$ cat src/rtl/core/mcsd_pkg.sv
// ----------------------------------------------------------------------------
// mcsd_pkg
// Shared types, constants and the channel qualification function of the
// multi-channel switch debouncer.
// ----------------------------------------------------------------------------
package mcsd_pkg;

	localparam int MAX_CHANNELS  = 24;
	localparam int DEF_TIME_BITS = 32;

	localparam int CHAN_W     = 5;
	localparam int SLOT_W     = 5;
	localparam int MS_W       = 16;
	localparam int MASK_W     = 24;
	localparam int MAP_W      = 60;
	localparam int CFG_W      = 60;
	localparam int CFG_IDX_W  = 3;
	localparam int SW_W       = 24;
	localparam int NOW_W      = 32;
	localparam int IN_TDATA_W = 56;
	localparam int OUT_TDATA_W = 16;
	localparam int MAP_SPLIT  = 12;

	typedef enum logic [CFG_IDX_W-1:0] {
		REG_SLOT_COUNT    = 3'd0,
		REG_TRACKED_MASK  = 3'd1,
		REG_IGNORED_MASK  = 3'd2,
		REG_DEBOUNCE_MS   = 3'd3,
		REG_FALLBACK_MS   = 3'd4,
		REG_SLOT_MAP_LOW  = 3'd5,
		REG_SLOT_MAP_HIGH = 3'd6
	} reg_idx_t;

	// per-channel settings handed to a cell
	typedef struct packed {
		logic [SLOT_W-1:0] slot;  // 0: channel does not qualify
		logic [MS_W-1:0]   req;   // required stable time
	} cell_cfg_t;

	typedef struct packed {
		logic              valid;
		logic [CHAN_W-1:0] channel;
		logic [SLOT_W-1:0] slot;
		logic              occupied;
	} evt_t;

	// slot 1..count, or 0 when the channel is out of use or its map entry exceeds count
	function automatic logic [SLOT_W-1:0] qualify(
		input logic [CHAN_W-1:0] ch,
		input logic [SLOT_W-1:0] count,
		input logic              tracked,
		input logic              ignored,
		input logic [SLOT_W-1:0] entry
	);
		logic [SLOT_W-1:0] slot;
		slot = '0;
		if (ch < count && tracked && !ignored) begin
			if (entry == '0)
				slot = ch + 5'd1;
			else if (entry <= count)
				slot = entry;
		end
		return slot;
	endfunction

endpackage

$ cat src/rtl/core/mcsd_cell.sv
// ----------------------------------------------------------------------------
// mcsd_cell
// One channel of the debouncer: raw bit, committed bit and change time.
// Processes the snapshot as it passes and hands it to the next cell.
// ----------------------------------------------------------------------------
module mcsd_cell #(
	parameter int IDX       = 0,
	parameter int CHANNELS  = mcsd_pkg::MAX_CHANNELS,
	parameter int TIME_BITS = mcsd_pkg::DEF_TIME_BITS
) (
	input  logic                  clk,
	input  logic                  arst_n,
	input  logic                  adv,
	input  mcsd_pkg::cell_cfg_t   cfg,
	input  logic                  in_valid,
	input  logic                  in_primed,
	input  logic [TIME_BITS-1:0]  in_now,
	input  logic [CHANNELS-1:0]   in_bits,
	output logic                  out_valid,
	output logic                  out_primed,
	output logic [TIME_BITS-1:0]  out_now,
	output logic [CHANNELS-1:0]   out_bits,
	output mcsd_pkg::evt_t        evt
);
	import mcsd_pkg::*;

	logic                 raw_q;
	logic                 committed_q;
	logic [TIME_BITS-1:0] time_q;

	logic                 out_valid_q;
	logic                 out_primed_q;
	logic [TIME_BITS-1:0] out_now_q;
	logic [CHANNELS-1:0]  out_bits_q;
	evt_t                 evt_q;

	logic                 bit_in;
	logic                 qual;
	logic                 changed;
	logic [TIME_BITS-1:0] elapsed;
	logic                 commit_ok;
	logic                 fire;
	evt_t                 evt_d;

	always_comb begin
		bit_in    = in_bits[IDX];
		qual      = cfg.slot != '0;
		changed   = bit_in != raw_q;
		elapsed   = in_now - time_q;
		// a fresh raw change has zero stable time
		commit_ok = (cfg.req == '0) || (!changed && elapsed >= TIME_BITS'(cfg.req));
		fire      = in_valid && adv;
		evt_d          = '0;
		evt_d.channel  = CHAN_W'(IDX);
		evt_d.slot     = cfg.slot;
		evt_d.occupied = bit_in;
		if (!in_valid)
			evt_d.valid = 1'b0;
		else if (!in_primed)
			evt_d.valid = qual;
		else
			evt_d.valid = qual && (bit_in != committed_q) && commit_ok;
		if (!evt_d.valid)
			evt_d = '0;
	end

	always_ff @(posedge clk or negedge arst_n) begin
		if (!arst_n) begin
			raw_q       <= 1'b0;
			committed_q <= 1'b0;
			time_q      <= '0;
			out_valid_q <= 1'b0;
			evt_q       <= '0;
		end else if (adv) begin
			out_valid_q <= in_valid;
			evt_q       <= evt_d;
			if (fire) begin
				if (!in_primed) begin
					raw_q       <= bit_in;
					committed_q <= bit_in;
					time_q      <= in_now;
				end else if (qual) begin
					if (changed) begin
						raw_q  <= bit_in;
						time_q <= in_now;
					end
					if (evt_d.valid)
						committed_q <= bit_in;
				end
			end
		end
	end

	always_ff @(posedge clk) begin
		if (adv) begin
			out_primed_q <= in_primed;
			out_now_q    <= in_now;
			out_bits_q   <= in_bits;
		end
	end

	assign out_valid  = out_valid_q;
	assign out_primed = out_primed_q;
	assign out_now    = out_now_q;
	assign out_bits   = out_bits_q;
	assign evt        = evt_q;

endmodule
$ cat config.mk
export PLATFORM = sky130hd
export DESIGN_NAME = mcsd_cell
export DESIGN_NICKNAME = d
export VERILOG_FILES = /design/src/rtl/core/mcsd_pkg.sv /design/src/rtl/core/mcsd_cell.sv
export SDC_FILE = /design/constraint.sdc
export NUM_CORES = 1
export LEC_CHECK = 0
export ABC_AREA = 1
export BUFFER_PORTS_ARGS = -buffer_cell sky130_fd_sc_hd__buf_2
export CAP_MARGIN = 20
export CELL_PAD_IN_SITES_DETAIL_PLACEMENT = 1
export CELL_PAD_IN_SITES_GLOBAL_PLACEMENT = 1
export CORE_ASPECT_RATIO = 0.8
export CORE_UTILIZATION = 39
export CTS_CLUSTER_DIAMETER = 100
export DETAILED_ROUTE_END_ITERATION = 12
export GPL_ROUTABILITY_DRIVEN = 0
export PLACE_DENSITY = 0.82
export SLEW_MARGIN = 20
export SYNTH_ARGS = -nofsm -noshare
export SYNTH_HDL_FRONTEND = slang
export SYNTH_SLANG_ARGS = --single-unit
$ cat constraint.sdc
create_clock -name clk -period 4.1 [get_ports clk]
set_input_delay 0.41 -clock clk [delete_from_list [all_inputs] [get_ports clk]]
set_output_delay 0.41 -clock clk [all_outputs]
set_load 0.01 [all_outputs]
Word-level counts from Yosys, hierarchy flattened:

Index checks and enable logic that the tools add are counted.
W data, S select, Z words.

* register bits: 104
* input port bits: 82
* output and inout bits: 70
* logic and storage cells: 40

* add/subtract/negate cells: 1
* magnitude comparators: 1
* equal/unequal tests: 5
* mux-type cells: 12
* reduce and logical (&&, ||, !) cells: 10

Operator list (count)
* $mux W32: 3
* $ge A32 B16 Y1: 1
* $sub A32 B32 Y32: 1
* $logic_not A16 Y1: 1
* $mux W12: 1
* $mux W1: 8
* $reduce_and A4 Y1: 2
* $ne A2 B1 Y1 const B: 3
* $reduce_bool A5 Y1: 1
* $logic_and A1 B1 Y1: 4
* $ne A1 B1 Y1: 2
* $logic_not A1 Y1: 1
* $logic_or A1 B1 Y1: 1

Longest topological paths before layout:

* depth in word-level cells: 11
* depth in mapped cells: 29
* depth with buffers taken out: 29

Worst setup path after synthesis:

OpenSTA, ideal clock, no wires.

* path kind: input to register
* start: input port in_now[0]
* end: register evt_q (netlist bit evt[0])
* setup time: 0.117 ns
* arrival: 2.856 ns
* data required time: 3.983 ns
* slack: 1.127 ns
* cell stages on the path: 26
* path buffers: 0
* path through: inv_1 ha_1 fa_1 inv_1 nand2_1 nand3_2 nand2_1 nand2_1 xor2_1 ha_1 nand2_1 nor2_1 a211oi_1 nand3_1 nor2_1 nand3_1 nor2_1 nand2_1 nand2_1 nand2_1 nand2_1 nand2_1 nand2_2 nor2_4 nand2_1 nand2_1

* cells in the longest elaborated chain, start to end: 8

Ends and longest elaborated chain
* start: declaration: RTL line mcsd_cell.sv:17 `input logic [TIME_BITS-1:0] in_now,`
* $sub A32 B32 Y32: RTL line mcsd_cell.sv:49 `elapsed = in_now - time_q;`
* $ge A32 B16 Y1: RTL line mcsd_cell.sv:51 `commit_ok = (cfg.req == '0) || (!changed && elapsed >= TIME_BITS'(cfg.req));`
* $logic_and A1 B1 Y1: RTL line mcsd_cell.sv:51
* $logic_or A1 B1 Y1: RTL line mcsd_cell.sv:51
* $logic_and A1 B1 Y1: RTL line mcsd_cell.sv:62 `evt_d.valid = qual && (bit_in != committed_q) && commit_ok;`
* $mux W1: RTL line mcsd_cell.sv:59 `else if (!in_primed)`
* $mux W1: RTL line mcsd_cell.sv:57 `if (!in_valid)`
* $mux W12: RTL line mcsd_cell.sv:63 `if (!evt_d.valid)`
* end signal: assignment: RTL line mcsd_cell.sv:76 `evt_q <= evt_d;`
* end: declaration: RTL line mcsd_cell.sv:35 `evt_t evt_q;`

No other way between the ends.
A chain may end at the register's enable or synchronous reset.

Worst setup path after layout:

* start: register time_q[14]
* end: register evt_q (netlist bit evt[3])

* cells in the longest elaborated chain, start to end: 8

Ends and longest elaborated chain
* start: declaration: RTL line mcsd_cell.sv:29 `logic [TIME_BITS-1:0] time_q;`
* start signal: assignment: RTL line mcsd_cell.sv:81 `time_q <= in_now;`
* start signal: assignment: RTL line mcsd_cell.sv:85 `time_q <= in_now;`
* $sub A32 B32 Y32: RTL line mcsd_cell.sv:49
* $ge A32 B16 Y1: RTL line mcsd_cell.sv:51
* $logic_and A1 B1 Y1: RTL line mcsd_cell.sv:51
* $logic_or A1 B1 Y1: RTL line mcsd_cell.sv:51
* $logic_and A1 B1 Y1: RTL line mcsd_cell.sv:62
* $mux W1: RTL line mcsd_cell.sv:59
* $mux W1: RTL line mcsd_cell.sv:57
* $mux W12: RTL line mcsd_cell.sv:63

No other way between the ends.

==> impl_metrics.env <==
export IMPL_setup_slack_ns=0.448
export IMPL_slew_headroom_pct=56.7
export IMPL_yosysSeqAreaShare_pct=42.6
export IMPL_rows=41
export IMPL_r2r_end="evt[3]"
export IMPL_cts_root_buffer="clkbuf_16"
export IMPL_avgSynthCellArea_um2=7.42
export IMPL_drt_iter0_drc=347
export IMPL_grt_pass1_wl_um=31800
export IMPL_synthAdderAreaFrac_pct=9.37
export IMPL_synth_top_area_cell="edfxtp_1"
export IMPL_postCtsSetupBuffers=0
export IMPL_die_height_um=117
export IMPL_cp_endpoint="evt[3]"
export IMPL_globalRoute_totalOverflow=0
export IMPL_die_w_um=146
export IMPL_drv_slew=0
export IMPL_fillers=2094
export IMPL_clockBufferDepth=2
export IMPL_path_max_fanout=6
export IMPL_drtPass1Iterations=4
export IMPL_cp_arrival_ns=3.89
export IMPL_cts_buffers=9
export IMPL_dp_cells=1232
export IMPL_fin_crit_sh_pct=89.1
export IMPL_synthToLayoutAreaGrowth_pct=19.7
export IMPL_place_area_um2=7470
export IMPL_critPathRequiredTime_ns=4.34
export IMPL_clkLatencyLatePin_ns=0.36
export IMPL_htreeDepth=3
export IMPL_finClkSkew_ns=0.00964
export IMPL_synth_top_family_by_area="simple AND/OR/NAND/NOR gates"
export IMPL_netlist_area_um2=6490
export IMPL_yosysUniqueCellTypes=34
export IMPL_grt_max_degree=65
export IMPL_cts_hold_buf=0
export IMPL_drive_above_1_share_pct=19.0
export IMPL_synth_compound_area_share_pct=4.97
export IMPL_wl_per_cell_um=15.5
export IMPL_tritoncts="built"
export IMPL_diodes=0
export IMPL_via_per_inst=4.84
export IMPL_start_util_pct=40.6
export IMPL_end_kind="register"
export IMPL_clk_pin_slew_ns=0.08
export IMPL_grt_pass1_vias=6312
export IMPL_synth_simple_area_share_pct=28.8
export IMPL_synthMuxAreaShare_pct=0.347
export IMPL_period_minus_slack_ns=3.65
export IMPL_pre_cts_ws_ns=0.365
export IMPL_die_area_um2=17200
export IMPL_cap_violations=0
export IMPL_start_kind="register"
export IMPL_worstMarginPinSlew_ns=0.649
export IMPL_power_density_nw_per_um2=475
export IMPL_crit_start="time_q[14]"
export IMPL_grt_usage_pct=23.4
export IMPL_timing_fmax_mhz=274
export IMPL_drc=0
export IMPL_synthCells=875
export IMPL_seqCellArea_um2=2760
export IMPL_antenna_found_initial=0
export IMPL_status="finished, final reports clean"
export IMPL_fin_area_um2=7770
export IMPL_p_leak_nw=4.38
export IMPL_ys_top_cells_by_area="edfxtp_1, nand2_1, dfrtp_1"
export IMPL_port_buffers=146
export IMPL_hold_violations=0
export IMPL_clock_sinks=99
export IMPL_rr_worst_depth=26
export IMPL_coreArea_um2=16000
export IMPL_rsz0062_at_grt="no"
export IMPL_ios=152
export IMPL_synthXorXnorAreaFrac_pct=2.29
export IMPL_vias=6041
export IMPL_reg2reg_from="time_q[14]"
export IMPL_routed_wl_um=19300
export IMPL_drtAntennaViolNets=0
export IMPL_fin_nets=1158
export IMPL_reg2reg_slack_ns=0.45
export IMPL_tns_ns=0
export IMPL_layoutNonFillerInstCount=1248
export IMPL_vdd_drop_max_uv=178
export IMPL_place_hpwl_um=15700
export IMPL_cts_resized=0
export IMPL_hp_class="in -> async"
export IMPL_crit_type="reg -> reg"
export IMPL_synth_seq_cells=99
export IMPL_yosys_warnings=0
export IMPL_yosysTopAreaCellShare_pct=26.4
export IMPL_setup_viol=0
export IMPL_multi_input_area_um2=2990
[worst max-delay path, cell delays in order (launching register included)]
cell and delay (ns):
dfrtp_1 0.34, inv_1 0.06, ha_1 0.43, nand2_1 0.15
nor2_2 0.18, nand2_1 0.10, clkinv_1 0.07, nand2_2 0.06
nand2_2 0.08, xor2_1 0.28, ha_1 0.32, nand2_1 0.08
nor2_1 0.05, a211oi_1 0.19, nand3_1 0.12, nor2_1 0.14
nand3_1 0.09, nor2_1 0.12, nand2_1 0.12, nand2_1 0.08
nand2_1 0.05, nand2_1 0.10, nand2_1 0.07, nand2_2 0.09
nor2_4 0.06, nand2_1 0.06, nand2_1 0.05
[synth_stat cells (all sizes together)]
cell and instances:
a211oi 1, a21oi 53, and2 3, buf 5
clkbuf 6, clkinv 5, conb 1, dfrtp 42
edfxtp 57, fa 1, ha 47, inv 180
mux2 2, nand2 310, nand3 30, nand3b 1
nand4 11, nor2 86, nor3 4, nor4 4
o211ai 1, o21a 1, o21ai 4, o21bai 2
or2 1, xnor2 4, xor2 13
[state kept, by name (all words and copies together) (netlist names)]
signal and cells:
committed_q 1, out_valid 1, time_q 32, out_bits 24, raw_q 1, out_now 32
evt 7, out_primed 1
[worst min-delay path by stage]
stage / from / to / slack [ns] / depth (start not counted)
6_report: arst_n / time_q[14] / 0.05 / 1
5_1_grt: arst_n / time_q[14] / 0.10 / 1
4_1_cts: in_bits[6] / out_bits[6] / 0.22 / 1
3_5_place_dp: evt[0] / evt[0] / 0.46 / 2
3_3_place_gp: out_valid / out_valid / 0.46 / 2
2_1_floorplan: arst_n / committed_q / 0.11 / 0
[through the flow]
stage,hold WS (ns),total power [mW],util [%]
after floorplan,0.114,2.33,-
after global placement,0.461,2.76,46.7
after detailed placement,0.464,2.83,46.7
after CTS,0.224,3.70,48.5
after global routing,0.101,3.95,48.5
final,0.0462,3.69,48.5
[cell families (layout without fill, tap and decap cells)]
kind of cell	after synthesis	count (layout)
AOI/OAI and AO/OA	62	62
and+or+nand+nor	450	450
buffers and inverters	196	350
DFF	99	99
muxes	2	2
other	1	5
xor gates and xnor gates	17	17
adders and majority gates	48	48
[cell type report]
cell class | count | share of cell area [%]
clock buffers | 9 | 2.90
clock inverters | 7 | 0.918
inverters | 185 | 8.94
multi-input cells | 584 | 38.5
flip-flops and latches | 99 | 35.6
well taps | 215 | 3.46
repair buffers | 149 | 9.73
[per-layer routing]
layer | up-vias | share of wire (%) | track usage (%)
li1 | 2993 | - | -
met2 | 165 | 44 | 37.7
met5 | - | 0 | 0
met1 | 2861 | 48 | 32.7
met3 | 22 | 5.5 | 3.50
met4 | 0 | 1.6 | 5.86
[power breakdown]
part,internal (mW),switching (mW)
Clock,0.428,0.421
Combinational,0.554,1.05
Sequential,1.19,0.0427
Total,2.17,1.52
[cell usage in the layout (no fill, tap or decap), drive strengths merged]
master / synthesis / layout
a211oi: 1 / 1
a21oi: 53 / 53
and2: 3 / 3
buf: 5 / 149
clkbuf: 6 / 9
clkinv: 5 / 8
clkinvlp: 0 / 2
conb: 1 / 5
dfrtp: 42 / 42
edfxtp: 57 / 57
fa: 1 / 1
ha: 47 / 47
inv: 180 / 182
mux2: 2 / 2
nand2: 310 / 310
nand3: 30 / 30
nand3b: 1 / 1
nand4: 11 / 11
nor2: 86 / 86
nor3: 4 / 4
nor4: 4 / 4
o211ai: 1 / 1
o21a: 1 / 1
o21ai: 4 / 4
o21bai: 2 / 2
or2: 1 / 1
xnor2: 4 / 4
xor2: 13 / 13
Power figures use the tool's default switching activity.
